File: src/hdl/bnf_sqrt.sv
`timescale 1ns / 1ps

module bnf_sqrt #(
  parameter int W  = 42,
  parameter int SW = 1
) (
  input  logic           clk_i,
  input  logic           rst_ni,
  input  logic           en_i,
  input  logic           valid_i,
  input  logic [W-1:0]   rad_i,
  input  logic [SW-1:0]  side_i,
  output logic           valid_o,
  output logic [W/2-1:0] root_o,
  output logic [SW-1:0]  side_o
);

  localparam int S = W / 2;

  logic          v_q    [S];
  logic [W-1:0]  rad_q  [S];
  logic [W-1:0]  root_q [S];
  logic [SW-1:0] side_q [S];

  // One result bit per stage; the trial bit walks down two places each step.
  for (genvar k = 0; k < S; k++) begin : g_step
    localparam logic [W-1:0] BITC = W'(1) << (W - 2 - 2 * k);

    logic          pv;
    logic [W-1:0]  pa;
    logic [W-1:0]  pr;
    logic [SW-1:0] ps;
    logic [W:0]    trial;
    logic          ge;

    if (k == 0) begin : g_first
      assign pv = valid_i;
      assign pa = rad_i;
      assign pr = '0;
      assign ps = side_i;
    end else begin : g_next
      assign pv = v_q[k-1];
      assign pa = rad_q[k-1];
      assign pr = root_q[k-1];
      assign ps = side_q[k-1];
    end

    assign trial = {1'b0, pr} + {1'b0, BITC};
    assign ge    = {1'b0, pa} >= trial;

    always_ff @(posedge clk_i or negedge rst_ni) begin
      if (!rst_ni) begin
        v_q[k] <= 1'b0;
      end else if (en_i) begin
        v_q[k] <= pv;
      end
    end

    always_ff @(posedge clk_i) begin
      if (en_i) begin
        rad_q[k]  <= ge ? W'({1'b0, pa} - trial) : pa;
        root_q[k] <= ge ? ((pr >> 1) + BITC) : (pr >> 1);
        side_q[k] <= ps;
      end
    end
  end

  assign valid_o = v_q[S-1];
  assign root_o  = root_q[S-1][W/2-1:0];
  assign side_o  = side_q[S-1];

endmodule

File: config.mk
export PLATFORM = sky130hd
export DESIGN_NAME = bnf_sqrt
export DESIGN_NICKNAME = d
export VERILOG_FILES = /design/src/hdl/bnf_sqrt.sv
export SDC_FILE = /design/constraint.sdc
export NUM_CORES = 2
export LEC_CHECK = 0
export ABC_AREA = 1
export ABC_CLOCK_PERIOD_IN_PS = 2000
export BUFFER_PORTS_ARGS = -buffer_cell sky130_fd_sc_hd__buf_2
export CELL_PAD_IN_SITES_DETAIL_PLACEMENT = 0
export CELL_PAD_IN_SITES_GLOBAL_PLACEMENT = 1
export CORE_MARGIN = 2
export CORE_UTILIZATION = 30
export CTS_CLUSTER_DIAMETER = 150
export DETAILED_ROUTE_END_ITERATION = 10
export PLACE_DENSITY_LB_ADDON = 0.3
export SETUP_SLACK_MARGIN = 0.02
export SLEW_MARGIN = 40
export SYNTH_ARGS = -nofsm -noshare
export SYNTH_HDL_FRONTEND = slang
export SYNTH_SLANG_ARGS = --single-unit
File: constraint.sdc
create_clock -name clk_i -period 2 [get_ports clk_i]
set_input_delay 0.2 -clock clk_i [delete_from_list [all_inputs] [get_ports clk_i]]
set_output_delay 0.2 -clock clk_i [all_outputs]
set_load 0.02 [all_outputs]
==> metrics <==
DP Wirelength 150000 microns; GRT Overall Usage 0.186; routed len/inst 17.4 microns; final global-route overflow total 0; FFs w/ async S/R, synth 0.0189; Post-synth EDFFs 1092; final setup TNS -78.17 ns; Placer Congestion 0.916; Yosys cell types 50; initial drt markers 2925; Clock Path Buffers 3; Initial Util 0.302; status finished with violations; Synth Area in Adders 0.0521; routed vias/inst 4.53; multiplexer share of the synthesized area 0.000189; Hold Crit Class in -> async; worst hold slack 0.0135 ns; design area 93500 sq um; sequential share of the synthesized area 0.559; final hold vios 0; Layout Cells excl Fill 11400; layout cell share with drive strength beyond 1 0.452; Worst Setup Path Type reg -> reg; Reg clk slew, reported paths 0.06 ns; via count 51700; leakage power 40.2 nW; top_reg_cell synth edfxtp_1; first-pass GRT wire length 291000 microns; mapped cell area 59600 sq um; Slew Limit Fails 0; capture point of the worst reg-to-reg path rad_q[2][159]; maximum vdd drop 846 uV; Core ar. 197000 sq um; largest net degree at the start of global routing 68; pwr dens 934 nW/um^2; Die W 450 microns; placed cells 10700; Row Count 163; flops & latches, synth 1113; PortBufs 69; drt total wl 199000 microns; # clock sinks 1113; Crit. End Element flop; Worst-Margin Slew 0.477 ns; reg2reg start rad_q[2][104]; critical path peak fanout 8; dpl cell area 76600 sq um; top-count cell post-synth nand2_1; Ports 70; number of routed nets with antenna violations 0; RSZ-0062 raised after global routing true; cells after synthesis 6506; Avg Cell Area, Syn 9.15 sq um; synthesis-to-layout area growth 57.0%; xor and xnor area share after synthesis 0.0328; r2r setup slk -0.38 ns; failing checks negative setup slack; Mapped Nets 6801; Max Cap Viol 0; DRC errors left 0; Max H-tree Level 4; R2R depth 12; synth warn 0; Diodes inserted 0; final number of setup-violating endpoints 374; initial antenna violation count 4; post-synthesis compound-gate area fraction 0.0573; fin nets 8964; Max Freq 0.421 GHz; cell taking the most area after synthesis edfxtp_1; simple-gate portion of the synthesized area 0.231; Synth area leaders edfxtp_1 (55%), nand2_1 (12%), inv_1 (5.9%); headroom to the max-slew limit 0.679; element type at the critical path start flop; die area 202000 sq um; final setup margin -0.377 ns; synth cell count leaders nand2_1 (1847), edfxtp_1 (1092), inv_1 (935); TritonCTS Buffers 135; Clk Latency, worst-skew pair 0.81 ns; root buffer cell clkbuf_16; critical path required time 2.56 ns; clock skew 0.0689 ns; vias in the first global route 50900; Die Y 450 microns; CP Data Arrival Time 2.94 ns; drt pass-1 iters 6; largest family of logic cells by synthesized area simple AND/OR/NAND/NOR gates; period utilisation layout 1.19; TritonCTS clock tree built; Tmin final 2.38 ns; top-area cell type share of the netlist area 0.551
[final cells by class]
| cell class | instances | area, sq um |
|---|---|---|
| fillers | 18500 | 104000 |
| flip-flops and latches | 1113 | 33300 |
| multi-input cells | 4379 | 31000 |
| repair buffers | 2076 | 17500 |
| inverters | 963 | 3690 |
| clock buffers | 156 | 3460 |
| well taps | 2640 | 3300 |
| clock inverters | 87 | 1160 |
| repair inverters | 1 | 6.26 |
[metrics by stage]
step                total power [mW]  utilization  setup WS [ns]
global route                    91.8        0.474         -0.435
floorplan                       42.5            -        -0.0437
CTS                             82.7        0.434         -0.394
global placement                55.3        0.388          -1.00
detailed placement              55.4        0.389         -0.531
finish                          87.3        0.474         -0.377
[state kept, by name, indices dropped and copies added, names as in the netlist]
| register | flops |
|---|---|
| g_step.pv | 20 |
| rad_q | 840 |
| root_q | 231 |
| side_q | 21 |
| valid_o | 1 |
[where the power goes]
part / switching [mW] / internal [mW]
logic: 15.8 / 14.8
clock network: 10.6 / 14.5
registers: 2.34 / 29.3
total: 28.7 / 58.6
[layer usage]
| metal | global-route usage | vias up | wire length (microns) |
|---|---|---|---|
| li1 | - | 26000 | - |
| met1 | 0.234 | 24600 | 85000 |
| met2 | 0.336 | 838 | 102000 |
| met3 | 0.0228 | 252 | 6870 |
| met4 | 0.0483 | 0 | 4810 |
| met5 | 0 | - | 0 |
[placed cells by master (no fill, tap or decap), types with 82 or more instances in the layout]
| cell | n |
|---|---|
| inv_2 | 197 |
| buf_6 | 127 |
| xnor2_1 | 98 |
| edfxtp_1 | 1092 |
| o21ai_2 | 91 |
| buf_4 | 1724 |
| nor2_4 | 82 |
| nor2_2 | 101 |
| nor2_1 | 554 |
| inv_1 | 749 |
| a21oi_1 | 105 |
| nand2_2 | 426 |
| clkbuf_16 | 151 |
| nand2_4 | 214 |
| a21oi_2 | 115 |
| ha_4 | 174 |
| nand2_1 | 1215 |
| a21oi_4 | 83 |
| nand3_1 | 270 |
| xor2_1 | 98 |
| nand4_1 | 104 |
[cells by family after synthesis]
family                   Yosys count
buffers and inverters           1017
XOR/XNOR                         223
flip-flops                      1113
AND/OR/NAND/NOR                 3289
multiplexers                       1
adder cells (fa/ha/maj)          248
AO/OA/AOI/OAI                    615
[worst max-delay path by stage]
stage	to	start	slack [ns]	cells past startpoint
2_1_floorplan	rad_q[2][106]	rad_q[2][55]	-0.04	14
3_3_place_gp	rad_q[2][25]	rad_q[1][306]	-1.00	13
3_5_place_dp	rad_q[2][81]	rad_q[2][24]	-0.53	10
4_1_cts	rad_q[2][105]	root_q[2][62]	-0.39	16
5_1_grt	rad_q[2][159]	rad_q[2][104]	-0.43	12
6_report	rad_q[2][159]	rad_q[2][104]	-0.38	12
[worst max-delay path: stages (launching register included)]
cell      delay (ns)
edfxtp_1        0.48
ha_4            0.29
a21oi_4         0.19
inv_2           0.07
a21oi_4         0.17
nand2_2         0.10
a21oi_4         0.18
nand3_4         0.15
inv_8           0.13
buf_6           0.13
buf_12          0.10
buf_12          0.12
a21oi_2         0.04
[timing repair]
action	CTS	global route
endpoints found under the setup margin	414	432
hold buffers	48	0
resized for setup	602	1628
pin swaps	166	521
buffers inserted	144	242
endpoints found under the hold margin	124	0
gates cloned	24	21
(Power assumes the default switching activity.)
