==> src/hdl/bnf_ram.sv <==
`timescale 1ns / 1ps

module bnf_ram #(
  parameter int WIDTH = 8,
  parameter int DEPTH = 16,
  localparam int AW = (DEPTH > 1) ? $clog2(DEPTH) : 1
) (
  input  logic             clk_i,
  input  logic             we_i,
  input  logic [AW-1:0]    waddr_i,
  input  logic [WIDTH-1:0] wdata_i,
  input  logic             re_i,
  input  logic [AW-1:0]    raddr_i,
  output logic [WIDTH-1:0] rdata_o
);

  logic [WIDTH-1:0] mem_q [DEPTH];
  logic [WIDTH-1:0] rdata_q;

  // Read returns the old contents when the same address is written.
  always_ff @(posedge clk_i) begin
    if (we_i) begin
      mem_q[waddr_i] <= wdata_i;
    end
    if (re_i) begin
      rdata_q <= mem_q[raddr_i];
    end
  end

  assign rdata_o = rdata_q;

endmodule

==> config.mk <==
export PLATFORM = sky130hd
export DESIGN_NAME = bnf_ram
export DESIGN_NICKNAME = d
export VERILOG_FILES = /design/src/hdl/bnf_ram.sv
export SDC_FILE = /design/constraint.sdc
export NUM_CORES = 1
export LEC_CHECK = 0
export BUFFER_PORTS_ARGS = -buffer_cell sky130_fd_sc_hd__buf_4
export CAP_MARGIN = 20
export CORE_UTILIZATION = 49
export DETAILED_ROUTE_END_ITERATION = 10
export PLACE_DENSITY = 0.69
export SYNTH_ARGS = -nofsm -noshare
export SYNTH_HDL_FRONTEND = slang
export SYNTH_SLANG_ARGS = --single-unit
==> constraint.sdc <==
create_clock -name clk_i -period 1.69 [get_ports clk_i]
set_input_delay 0.2535 -clock clk_i [delete_from_list [all_inputs] [get_ports clk_i]]
set_output_delay 0.2535 -clock clk_i [all_outputs]
set_load 0.01 [all_outputs]
==> summary by stage <==
Run status
The run finished with clean final reports.

Timing
The slack of the critical path is ~0.22 ns. The hold violation count in the final report is 0. The slew at the pin closest to its max-slew limit is approximately 0.37 ns.

The worst pin sits at a relative slew slack of 0.751. The number of slew-limit violations in the final report was 0. Setup repair after global routing left no endpoint under its margin.

The final setup skew is 0.00746 ns. The highest achievable clock rate is approximately 680 MHz. The smallest clock period supported by the final layout is computed as about 1.5 ns.

Dividing the final minimum period by the clock period gives 0.871. The number of endpoints failing setup at the final stage is 0.

Worst setup path
STA classifies the critical path startpoint as a register. The largest fanout of any net on the critical path is 1. Among all stages on the critical path, the largest delay is contributed by sky130_fd_sc_hd__mux4_2.

At the worst endpoint, the arrival time is between 1.5 and 2 ns. Among cell families on the critical path, the largest total delay comes from multiplexers. Data on the critical path is required at its endpoint by 1.94 ns. By startpoint and endpoint, the worst setup path is classified as reg2reg. Walking the worst path, the cells encountered are mux4_2 > a22oi_1 > nand2_1.

The worst setup path is captured at a register. On the worst path, the slowest cell contributes a delay of roughly 0.46 ns. The number of buffers and inverters on the critical path is 0.

Yosys
sky130_fd_sc_hd__edfxtp_1 is the most common cell in the netlist. The area of the mapped netlist is between 5000 and 6000 sq um. The synthesized netlist contains 18 unique library cells. The top cell type's share of synthesized area is 0.781. The synthesized flop and latch total is 136. Yosys mapped a number of flops with a built-in enable equal to around 140. The share of async-settable or async-resettable flops after synthesis is 0. Summed over all instances, the cell type with the most area after synthesis is sky130_fd_sc_hd__edfxtp_1. Dividing the synthesized area by the synthesized cell count gives 22.8 sq um. The synthesized instance count is 229. By count the netlist is led by sky130_fd_sc_hd__edfxtp_1, sky130_fd_sc_hd__mux4_2, sky130_fd_sc_hd__a22oi_1, sky130_fd_sc_hd__mux4_1, sky130_fd_sc_hd__nor2_1. The most used flip-flop cell after synthesis is sky130_fd_sc_hd__edfxtp_1. The number of nets handed over by synthesis was roughly 250. The count of synthesis-stage warnings from yosys is 0. Ranked by total cell area, the synthesized netlist is headed by sky130_fd_sc_hd__edfxtp_1, sky130_fd_sc_hd__mux4_2, sky130_fd_sc_hd__mux4_1.

The sequential cell area fraction in the yosys report is 0.781.

Clock tree
In this run the clock root is driven by a sky130_fd_sc_hd__clkbuf_8. The clock passes through at most 2 buffers. Once the clock tree was built, the setup fixing pass inserted 0 buffers. The number of gates resized after CTS is 0.

The CTS H-tree depth is 4. The latest clock arrival within the worst-skew pair is between 0.5 and 0.6 ns. After clock tree synthesis, the clock-pin slew on the worst setup and hold paths is about 0.06 ns. TritonCTS built the clock tree. The sink count of the clock tree is about 140. The number of hold buffers added after CTS is 0. The TritonCTS buffer count is 17.

Global routing
The number of global-route vias before repair was approximately 2700. The first global-routing pass estimated ~15 mm of wire. The total global routing overflow is 0. For this run, the total global-route usage over all layers was measured as 0.201.

The initial antenna violation count was 0. Entering global routing, the biggest net connects 17 pins.

Floorplanning
Measured along the y axis, the die boundary spans roughly 110 um. The area of the die is approximately 11000 sq um. The total area inside the core boundary comes to around 10000 sq um. The floorplan has 37 rows. The width of the die is around 110 um.

The I/O pin count is 27. The initial utilization of the core area, before any placement, comes to 0.506.

Drt
The count of nets left with antenna violations once routing finished came out at 0. The total via count after detailed routing is 2474. The number of iterations in the first detailed-routing pass is 4. The sum of routed wire length over all layers is between 9 and 10 mm. The final routed DRC violation total is 0.

The first routing iteration left between 150 and 200 violations. Dividing the detail-routed wire length by the instance count gives 22.4 um. The mean number of vias per cell is about 5.7.

Final layout
Once layout is complete, the utilization of the core stands at 0.606. In the final layout, the share of cells above drive strength 1 is 0.319. The number of antenna diodes in the final layout is 0. The signed area change from the synthesized netlist to the final layout is 19.6%. Counting the fill cells in the layout gives 704. After the last flow step, the layout net total stands at around 310.

Place
The setup slack at placement is -0.0782 ns. The placer's final routability congestion estimate is ~0.7. The total of buffers placed on input and output ports is 26. The HPWL after detailed placement is ~6.4 mm.

Power and ir drop
VDD sags by at most between 0.4 and 0.5 mV. The total power is around 7.4 mW. The power density relative to cell area is ~1200 nW/um^2.

The analysis attributes to cell leakage a power of about 2.1 nW.

Min path
The min-delay analysis places its worst path in the category in2reg.

Job
The tool flagged a number of max-cap violations equal to 0.
cells in the final DEF (no fill, tap or decap):
cell type,netlist,final
sky130_fd_sc_hd__buf_12,0,4
sky130_fd_sc_hd__nor2_1,13,13
sky130_fd_sc_hd__a22oi_1,16,16
sky130_fd_sc_hd__nand2_1,9,9
sky130_fd_sc_hd__nor3_2,0,1
sky130_fd_sc_hd__clkinvlp_4,0,2
sky130_fd_sc_hd__nand2b_1,2,2
sky130_fd_sc_hd__nor3_1,4,3
sky130_fd_sc_hd__and2_1,1,1
sky130_fd_sc_hd__or3b_2,1,1
sky130_fd_sc_hd__clkinv_1,0,2
sky130_fd_sc_hd__clkbuf_8,0,1
sky130_fd_sc_hd__mux4_2,18,18
sky130_fd_sc_hd__clkinv_2,0,6
sky130_fd_sc_hd__edfxtp_1,136,136
sky130_fd_sc_hd__and2b_1,1,1
sky130_fd_sc_hd__clkbuf_1,0,4
sky130_fd_sc_hd__clkbuf_16,0,16
sky130_fd_sc_hd__nand3b_1,2,2
sky130_fd_sc_hd__buf_4,1,46
sky130_fd_sc_hd__bufinv_16,0,1
sky130_fd_sc_hd__mux4_1,14,14
sky130_fd_sc_hd__nand3_1,1,1
sky130_fd_sc_hd__nor2b_1,1,1
final timing paths:
check               start           end  slack [ns]  cells past startpoint
min            wdata_i[3]  mem_q[14][3]        0.05                      1
max reg2reg  mem_q[11][7]    rdata_o[7]        0.22                      3
min reg2reg  mem_q[11][2]    rdata_o[2]        0.76                      3
max          mem_q[11][7]    rdata_o[7]        0.22                      3
area by class of cell:
cell class / count / area [sq um] / share of cell area
timing repair buffer: 50 / 425 / 0.0680
clock buffer: 21 / 429 / 0.0686
tap: 136 / 170 / 0.0272
clock inverter: 11 / 82.6 / 0.0132
sequential: 136 / 4080 / 0.653
multi-input combinational: 83 / 1060 / 0.170
per-layer routing:
layer  part of all wire  wire length, um  vias up  GRT usage
met5                  0                0        -          0
met4              0.017              165        0     0.0835
met3              0.048              471       15     0.0538
met2               0.51             5020       66      0.320
met1               0.42             4150     1294      0.264
li1                   -                -     1099          -
worst register-to-register path: cells and delay by family (launching register included):
kind               cells  cell delay, ns
AOI/OAI and AO/OA      1            0.27
muxes                  1            0.46
DFF                    1            0.36
and+or+nand+nor        1            0.11
registers in the layout (all words and copies together), names as in the netlist:
register and count:
mem_q 128, rdata_o 8
per-stage QoR:
step | area, sq um | hold slack (ns) | std cells | TNS [ns]
after floorplan | 5230 | 0.352 | 229 | 0
after global placement | 5740 | 0.562 | 405 | -0.249
after detailed placement | 5740 | 0.569 | 405 | -0.305
after CTS | 6250 | 0.0311 | 437 | 0
after global routing | 6250 | 0.0366 | 437 | 0
final | 6250 | 0.0521 | 437 | 0
where the power goes:
group          internal, mW  switching (mW)  total, mW
clock                  1.92            1.25       3.17
combinational         0.184           0.202      0.386
sequential             3.80          0.0228       3.83
total                  5.90            1.48       7.38
kinds of logic after synthesis:
| logic type | share of synthesized area |
|---|---|
| buffers and inverters | 0.0165 |
| and+or+nand+nor | 0.0314 |
| DFF | 0.781 |
| AOI/OAI and AO/OA | 0.0230 |
| muxes | 0.148 |
(Power assumes the default switching activity.)
