===== src/hdl/bnf_div.sv =====
`timescale 1ns / 1ps

module bnf_div #(
  parameter int NW = 8,
  parameter int DW = 8,
  parameter int QW = 8,
  parameter int SW = 1
) (
  input  logic          clk_i,
  input  logic          rst_ni,
  input  logic          en_i,
  input  logic          valid_i,
  input  logic [NW-1:0] num_i,
  input  logic [DW-1:0] den_i,
  input  logic [SW-1:0] side_i,
  output logic          valid_o,
  output logic [QW-1:0] quo_o,
  output logic          ovf_o,
  output logic [SW-1:0] side_o
);

  localparam int CW = (NW > DW + QW) ? NW : DW + QW;

  logic          v_q    [QW];
  logic [NW-1:0] rem_q  [QW];
  logic [QW-1:0] quo_q  [QW];
  logic [DW-1:0] den_q  [QW];
  logic          ovf_q  [QW];
  logic [SW-1:0] side_q [QW];

  // One quotient bit per stage, most significant first.
  for (genvar k = 0; k < QW; k++) begin : g_step
    logic          pv;
    logic [NW-1:0] pr;
    logic [QW-1:0] pq;
    logic [DW-1:0] pd;
    logic          po;
    logic [SW-1:0] ps;
    logic [CW-1:0] rx;
    logic [CW-1:0] dx;
    logic          ge;
    logic [QW-1:0] nq;

    if (k == 0) begin : g_first
      assign pv = valid_i;
      assign pr = num_i;
      assign pq = '0;
      assign pd = den_i;
      assign po = CW'(num_i) >= (CW'(den_i) << QW);
      assign ps = side_i;
    end else begin : g_next
      assign pv = v_q[k-1];
      assign pr = rem_q[k-1];
      assign pq = quo_q[k-1];
      assign pd = den_q[k-1];
      assign po = ovf_q[k-1];
      assign ps = side_q[k-1];
    end

    assign rx = CW'(pr);
    assign dx = CW'(pd) << (QW - 1 - k);
    assign ge = rx >= dx;

    always_comb begin
      nq = pq;
      nq[QW-1-k] = ge;
    end

    always_ff @(posedge clk_i or negedge rst_ni) begin
      if (!rst_ni) begin
        v_q[k] <= 1'b0;
      end else if (en_i) begin
        v_q[k] <= pv;
      end
    end

    always_ff @(posedge clk_i) begin
      if (en_i) begin
        rem_q[k]  <= ge ? NW'(rx - dx) : pr;
        quo_q[k]  <= nq;
        den_q[k]  <= pd;
        ovf_q[k]  <= po;
        side_q[k] <= ps;
      end
    end
  end

  assign valid_o = v_q[QW-1];
  assign quo_o   = quo_q[QW-1];
  assign ovf_o   = ovf_q[QW-1];
  assign side_o  = side_q[QW-1];

endmodule


===== config.mk =====
export PLATFORM = sky130hd
export DESIGN_NAME = bnf_div
export DESIGN_NICKNAME = d
export VERILOG_FILES = /design/src/hdl/bnf_div.sv
export SDC_FILE = /design/constraint.sdc
export NUM_CORES = 1
export LEC_CHECK = 0
export BUFFER_PORTS_ARGS = -buffer_cell sky130_fd_sc_hd__buf_4
export CAP_MARGIN = 20
export CORE_MARGIN = 1.5
export CORE_UTILIZATION = 63
export CTS_BUF_LIST = sky130_fd_sc_hd__clkbuf_2
export DETAILED_ROUTE_END_ITERATION = 8
export PLACE_DENSITY = 0.8
export RECOVER_POWER = 50
export SYNTH_ARGS = -nofsm -noshare
export SYNTH_HDL_FRONTEND = slang
export SYNTH_SLANG_ARGS = --single-unit

===== constraint.sdc =====
create_clock -name clk_i -period 3 [get_ports clk_i]
set_clock_uncertainty 0.2 [all_clocks]
set_input_delay 0 -clock clk_i [delete_from_list [all_inputs] [get_ports clk_i]]
set_output_delay 0 -clock clk_i [all_outputs]
set_load 0.01 [all_outputs]

==> impl_summary.md, run 1 <==
Status
The run finished with clean final reports.

Synthesis
The synthesized design contains around 160 enable-type register cells. Yosys printed 0 warnings. The most repeated cell in the gate-level netlist after synthesis is sky130_fd_sc_hd__edfxtp_1. The mapped netlist covers around 7000 µm². The sequential area share after synthesis is around 73%. The synthesis-stage register bit count is roughly 170. The proportion of synthesized flip-flops having asynchronous set or reset is 4.651%. The portion of synthesized cell area occupied by the leading cell type is a little over two thirds. In this run the mean area of a mapped cell was about 17 µm². The count of unique library cells instantiated by Yosys is 48. Synthesis produced a netlist with a net count of 480. For this run, the leading register cell type out of synthesis is sky130_fd_sc_hd__edfxtp_1. The top cell type by total area after synthesis is sky130_fd_sc_hd__edfxtp_1. After synthesis, the cell types taking the most area are sky130_fd_sc_hd__edfxtp_1 70%, sky130_fd_sc_hd__ha_1 6.4%, sky130_fd_sc_hd__dfrtp_1 2.9%. Synthesis handed over a netlist of 417 instances. By count the netlist is led by 164 x sky130_fd_sc_hd__edfxtp_1, 51 x sky130_fd_sc_hd__inv_1, 36 x sky130_fd_sc_hd__ha_1.

Final layout
At the end of the flow the core is filled with cells to between 70 and 80%. The area added between synthesis and finish is 15.53%. In the final design database the tool counted between 500 and 600 nets.

The antenna diode instance count is 0. The layout has 632 filler cells. The fraction of final layout cells sized beyond drive strength 1 is 16.31%.

Die
The core outline area is roughly 11000 µm². The initial cell density of the core is 64.52%. The number of placed I/O pins is 32. From left edge to right edge, the die measures around 110 µm. The chip height is between 100 and 150 µm. The die footprint is around 12000 µm². The number of core rows is 38.

Setup path
The launch point of the worst path is den_q[5][0]$_DFFE_PP_. The maximum fanout along the worst path is 9. The worst register-to-register path has a setup slack of 370 ps. The depth of the worst register-to-register path is 6.

The most critical setup path has its endpoint at rem_q[6][5]$_DFFE_PP_. STA classifies the critical path startpoint as a flop. The terminus of the critical flop-to-flop path is rem_q[6][5]$_DFFE_PP_. The startpoint of the lowest-slack register-to-register path is den_q[5][0]$_DFFE_PP_. The worst setup path is captured at a flop.

The arrival time reported for the critical path endpoint is 2900 ps. The category of the critical setup timing path is reg2reg. At the worst endpoint, the required time is roughly 3300 ps.

Global routing
The first global-routing pass estimated about 16000 µm of wire. The via count of the first global-routing pass is between 3000 and 4000. The initial antenna violation count is 0. Global routing finished with a remaining overflow of 0.

The overall fraction of global-route tracks in use is between 10% and 20%. Entering global routing, the biggest net connects 87 pins.

Timing
Across all hold checks on the routed design, the worst slack comes to about 120 ps. The total count of max-transition violations in the final report was 0. The headroom to the max-slew limit is 69.04%.

The count of endpoints failing hold in the final timing report is 0. The transition time at the pin with the least slew margin is roughly 460 ps. The clock period minus worst slack is about 2600 ps. Setup repair after global routing left no endpoint under its margin. The upper clock frequency limit is roughly 0.38 GHz.

Setup violations remaining at the end of the flow were counted as 0. The final critical path takes up 87.66% of the cycle. After routing, the total negative slack on setup checks comes to 0 ps.

Pwr
In this run the static leakage power is ~3.1 nW. Power comes to roughly 0.0046 W. Power spread over the standard cell area amounts to 568.6 nW/µm².

The worst vdd rail ir drop is roughly 440 µV.

Routing
For this run, the detailed router's first-pass iteration total came to 4. The number of nets still failing antenna checks after routing is 0. The average wire length per cell after detail routing is 15.11 µm. In the routed layout, each cell is associated on average with a via count of between 5 and 6. Summed over all layers, the routed wires come to approximately 10000 µm. The violation count after the first detailed-route iteration is between 100 and 150. The routed via count is ~3500. The remaining design rule violation count is 0.

CTS
The clock tree synthesis step divided the H-tree into 4 levels. Once the clock tree was built, the resizer swapped 0 gates to a different size. The total clock sinks is approximately 170.

The clock tree from TritonCTS is yes. The number of clock buffers inserted by TritonCTS is 17. The number of buffers between clock root and the deepest sink is 2.

The clock transition at the register clock pins on the worst setup and hold paths after CTS is 240 ps. The CTS root buffer is sky130_fd_sc_hd__clkbuf_2. The clock latency on the worst-skew pair is 700 ps.

Placement
The detailed-placement wirelength estimate is roughly 6400 µm. The number of buffers added on ports is 31. At the end of routability-driven placement, the weighted congestion stood at 0.8782.

Hold path
The tightest min-delay check is of the in2async type.

Job
Across the run, the number of max-cap violations was 0.
==> stage by stage <==
stage / instance area, µm² / cells / worst slack (ps)
3_3_place_gp: 7436 / 589 / 479.0
4_1_cts: 8080 / 661 / 366.3
3_5_place_dp: 7436 / 589 / 413.6
2_1_floorplan: 6994 / 417 / 623.0
5_1_grt: 8080 / 661 / 112.5
6_report: 8080 / 661 / 370.2
==> kinds of logic after synthesis <==
group | synth area share, %
flops | 73.27
fa+ha+maj | 8.157
compound gates | 5.456
mux | 4.347
buf+inv | 2.916
xor+xnor | 1.252
simple gates | 4.597
==> critical path: stages (launching register included) <==
cell	delay [ps]
sky130_fd_sc_hd__edfxtp_1	440
sky130_fd_sc_hd__ha_1	220
sky130_fd_sc_hd__fa_1	390
sky130_fd_sc_hd__nand2b_1	180
sky130_fd_sc_hd__a21oi_1	180
sky130_fd_sc_hd__o31a_1	410
sky130_fd_sc_hd__mux2_2	380
==> worst min-delay path by stage <==
stage          startpoint                       end  slack (ps)
2_1_floorplan      rst_ni  g_step[1].pv$_DFFE_PN0P_        -500
3_3_place_gp       rst_ni       valid_o$_DFFE_PN0P_        -380
3_5_place_dp       rst_ni  g_step[7].pv$_DFFE_PN0P_        -380
4_1_cts            rst_ni  g_step[7].pv$_DFFE_PN0P_          10
5_1_grt              en_i     rem_q[2][3]$_DFFE_PP_           7
6_report           rst_ni  g_step[1].pv$_DFFE_PN0P_         120
==> sequential cells by signal, summed over array words and instances, names as in the netlist <==
register   cells
den_q         56
rem_q         56
quo_q         36
ovf_q          8
side_q         8
g_step.pv      7
valid_o        1
==> where the power goes <==
group | internal (W) | total (W) | switching [W]
Combinational | 0.000246 | 0.000493 | 0.000247
Sequential | 0.00283 | 0.00291 | 0.0000787
Clock | 0.000462 | 0.00119 | 0.000728
==> cell type report <==
cell class	count	area, µm²	share of cell area [%]
sequential	172	5125	63.43
multi-input combinational	191	1665	20.61
tap	140	175.2	2.168
inverter	51	191.4	2.369
clock buffer	19	95.09	1.177
clock inverter	13	148.9	1.843
timing repair buffer	75	679.4	8.408
==> routing by layer <==
metal,global-route usage [%],up-vias,part of all wire (%)
li1,-,1750,-
met1,16.94,1695,36
met2,36.62,73,58
met3,6.088,27,3.2
met4,9.398,0,2.9
met5,0,-,0
==> timing repair <==
| action | in CTS | in global routing |
|---|---|---|
| endpoints found under the hold margin | 199 | 0 |
| hold buffers | 40 | 0 |
| buffers inserted | 0 | 0 |
==> cells in the final DEF (no fill, tap or decap), types with 6 or more instances in the layout <==
cell                            synthesis  layout
sky130_fd_sc_hd__a21oi_1               13      13
sky130_fd_sc_hd__dfrtp_1                8       8
sky130_fd_sc_hd__fa_1                   6       6
sky130_fd_sc_hd__clkbuf_2               0      19
sky130_fd_sc_hd__nor2_1                15      15
sky130_fd_sc_hd__edfxtp_1             164     164
sky130_fd_sc_hd__ha_1                  36      36
sky130_fd_sc_hd__nand2_1               10      10
sky130_fd_sc_hd__mux2_2                15      15
sky130_fd_sc_hd__clkbuf_4               0      17
sky130_fd_sc_hd__xnor2_1                8       8
sky130_fd_sc_hd__o21ai_0               12      12
sky130_fd_sc_hd__mux2i_1               12      12
sky130_fd_sc_hd__dlygate4sd3_1          0      40
sky130_fd_sc_hd__inv_1                 51      51
sky130_fd_sc_hd__buf_4                  0      16
(Power assumes the default switching activity.)
==> inputs of run 2 (changes only) <==
CAP_MARGIN = default   (was 20)
clock period = 2.7 ns   (was 3 ns; I/O delays follow)
==> run 2 against run 1 <==
  * Critical path depth fell by 1
  * Global-route usage fell by 0.16 points
  * First-iteration DRC count rose by 13%
  * Non-clock buffer count rose by 2
  * Flip-flop and latch count did not move
  * Largest cell class unchanged
  * Register-to-register slack got worse by 250 ps
  * Design area fell by 0.37%
  * Clock power barely moved
  * Worst hold slack got worse by 41 ps
  * Routed wire length fell by 2.6%
==> impl_summary.md, run 2 (synthesis gave the netlist of run 1 again) <==
Setup path
The slowest stage of the critical path belongs to the cell sky130_fd_sc_hd__edfxtp_1. The arrival time reported for the critical path endpoint is 2820 ps (-80 ps). The maximum fanout along the worst path is 5 (-4). The largest stage delay on the critical path came to 440 ps (about the same).

The worst setup path is launched from a flop. The register-to-register path setup slack came to 120 ps (-250 ps). The depth of the worst register-to-register path is 5 (-1). The category of the critical setup timing path is reg2reg.

The signal on the critical path passes through ha_1 > nor4bb_1 > nand4_1 > a31oi_2 > mux2_2. STA classifies the critical path endpoint as a flop. The critical path data required time is 2940 ps (-330 ps). The startpoint of the lowest-slack register-to-register path is den_q[2][0]$_DFFE_PP_. The terminus of the critical flop-to-flop path is rem_q[3][6]$_DFFE_PP_.

Global routing
The overflow left after global routing was 0 (unchanged). The wire length of the first global-routing pass was 15970 µm (+0.26%). The pin count of the biggest net entering global routing is 77 (-11%). The via count of the first global-routing pass is 3684 (+2.0%). The initial antenna violation count is 0 (unchanged). The overall fraction of global-route tracks in use came to 18.60% (-0.16 points).

Routing
The iteration count of the initial detailed-routing pass is 4 (unchanged). The routed via count came to 3567 (+0.62%). The number of nets still failing antenna checks after routing is 0 (unchanged). The average wire length per cell after detail routing came to 14.68 µm (-2.9%).

The routed wire length is 9730 µm (-2.6%). The via density per instance was 5.380 (+0.32%). The violation count after the first detailed-route iteration is 132 (+13%).

The remaining design rule violation count is 0 (unchanged).

Pwr
The cell leakage power is 3.123 nW (-0.61%). The share of power burned in the clock network came to 24.2% (-1.7 points). The proportion of total power due to net switching is 22.98% (+0.059 points). The logic gate share of total power is 11.0% (+0.3 points). The internal portion of total power is 0.003840 W (+8.4%).

The switching power is 0.001146 W (+8.8%). The worst vdd rail ir drop is 361.4 µV (-17%). The fraction of power consumed by sequential logic is 64.8% (+1.4 points). The total design power is 0.004986 W (+8.5%).

The power per cell area is 619.4 nW/µm² (+8.9%).

Die
The chip height is 108.4 µm (unchanged). The number of core rows was 38 (unchanged). The width of the chip was 108.4 µm (unchanged).

The number of placed I/O pins came to 32 (unchanged). The core outline area was 10840 µm² (unchanged). The initial cell density of the core came to 64.52% (unchanged).

The die footprint is 11740 µm² (unchanged).

Timing
The aggregate negative setup slack came to 0 ps (unchanged). The final setup violation count is 0 (unchanged). The clock period minus worst slack is 2577 ps (-53.30 ps). The headroom to the max-slew limit came to 18.01% (-51 points). The transition time at the pin with the least slew margin came to 1230 ps (+765.4 ps).

The count of endpoints failing hold in the final timing report is 0 (unchanged). The upper clock frequency limit is 0.3881 GHz (+2.1%). The total count of max-transition violations in the final report is 0 (unchanged).

The share of the clock period used by the worst path after layout is 95.43% (+7.8 points). Setup repair after global routing left no endpoint under its margin.

Hold path
The number of cells on the worst hold path is 5. The path category of the worst min-delay check is in2reg. The startpoint identified for the worst hold timing path is den_i[2].

The end of the worst hold path is ovf_q[0][0]$_DFFE_PP_.

Final layout
Leaving out fill and tap cells, the most frequent cell in the layout is sky130_fd_sc_hd__edfxtp_1. The sequential cell area in the final layout was 5125 µm² (unchanged). The area used by multi-input combinational logic was 1665 µm² (unchanged). The antenna diode instance count is 0 (unchanged).

The final-stage net count is 573 (+0.35%). The final instance area came to 8050 µm² (-0.37%). The final-layout fill cell count was 647 (+2.4%). In the layout the commonest cells are 164 x sky130_fd_sc_hd__edfxtp_1, 51 x sky130_fd_sc_hd__inv_1, 40 x sky130_fd_sc_hd__dlygate4sd3_1. In the final layout, the registers with the most flip-flops are den_q x56, rem_q x56, quo_q x36. Relative to the synthesized area, the layout overhead comes to 15.10%. The fraction of final layout cells sized beyond drive strength 1 is 15.49% (-0.83 points).

CTS
The total clock sinks is 172 (unchanged). The number of buffers between clock root and the deepest sink was 2 (unchanged). The clock latency on the worst-skew pair is 670 ps (-30 ps). The maximum level of the CTS H-tree is 4 (unchanged). TritonCTS built the clock tree. The number of setup buffers added after CTS is 0 (unchanged). The CTS root buffer is sky130_fd_sc_hd__clkbuf_2.

The clock transition at the register clock pins on the worst setup and hold paths after CTS was 210 ps (-30 ps). The number of clock buffers inserted by TritonCTS is 17 (unchanged).

Placement
The global placement routability congestion came to 0.9208 (+4.9%). The detailed-placement wirelength estimate is 6213 µm (-3.5%). The total placed instance area is 7451 µm² (+0.20%).

The number of buffers added on ports is 31 (unchanged).

Job
The count of max-cap constraint violations is 0 (unchanged).

Status
The flow ran to the end, and the final reports show no timing, DRC or antenna violations.
[run 2: cell count changes in the layout (fill, tap and decap cells not counted)]
cell | previous run | this run
sky130_fd_sc_hd__clkbuf_1 | 0 | 4
sky130_fd_sc_hd__clkbuf_4 | 17 | 13
sky130_fd_sc_hd__buf_4 | 16 | 18
sky130_fd_sc_hd__clkinv_1 | 3 | 5
sky130_fd_sc_hd__clkinv_2 | 3 | 1
sky130_fd_sc_hd__buf_6 | 1 | 0
sky130_fd_sc_hd__bufinv_16 | 3 | 2
sky130_fd_sc_hd__clkbuf_2 | 19 | 20
sky130_fd_sc_hd__clkinv_4 | 1 | 2
[run 2: final cells by class]
type / instances / share of cell area (%)
inverters: 51 / 2.378
flip-flops and latches: 172 / 63.66
repair buffers: 77 / 8.362
well taps: 140 / 2.176
clock inverters: 13 / 1.554
multi-input cells: 191 / 20.69
clock buffers: 19 / 1.181
[run 2: layer usage]
layer	wire, µm	track usage (%)
met3	280	5.003
met1	3504	18.03
met4	310	9.211
met5	0	0
met2	5634	35.80
[run 2: worst max-delay path by stage]
stage               slack, ps                   from                    end  cells after the start
floorplan                 320  den_q[5][0]$_DFFE_PP_  rem_q[6][3]$_DFFE_PP_                      7
CTS                       140  rem_q[2][6]$_DFFE_PP_  rem_q[3][6]$_DFFE_PP_                      5
global route               50  den_q[5][0]$_DFFE_PP_  rem_q[6][4]$_DFFE_PP_                      6
finish                    120  den_q[2][0]$_DFFE_PP_  rem_q[3][6]$_DFFE_PP_                      5
detailed placement        160  rem_q[2][6]$_DFFE_PP_  rem_q[3][6]$_DFFE_PP_                      5
global placement          250  den_q[2][0]$_DFFE_PP_  rem_q[3][6]$_DFFE_PP_                      6
[run 2: worst max-delay path: cells and delay by family (launching register included)]
family	cells	cell delay, ps
multiplexers	1	380
AND/OR/NAND/NOR	2	590
AO/OA/AOI/OAI	1	410
flip-flops	1	440
adder cells (fa/ha/maj)	1	330
[run 2: repair_timing]
action | CTS | global route
resized for setup | 0 | 0
hold buffers | 40 | 0
endpoints found under the hold margin | 199 | 0
[run 2: per-stage QoR]
| stage | utilization [%] | hold WS [ps] | worst slack, ps | std cells |
|---|---|---|---|---|
| 2_1_floorplan | - | -495.6 | 323.0 | 417 |
| 5_1_grt | 74.26 | 24.42 | 45.52 | 663 |
| 6_report | 74.26 | 76.03 | 123.5 | 663 |
| 4_1_cts | 74.46 | 10.51 | 143.4 | 663 |
| 3_5_place_dp | 68.73 | -377.4 | 157.9 | 591 |
| 3_3_place_gp | 68.73 | -384.3 | 252.8 | 591 |
[run 2: power groups by stage]
stage	combinational [W]	sequential, W	clock, W
after floorplan	0.000312	0.00328	0
after global placement	0.000472	0.00328	0
after detailed placement	0.000499	0.00329	0
after CTS	0.000548	0.00323	0.00124
after global routing	0.000612	0.00326	0.00134
final	0.000546	0.00323	0.00121
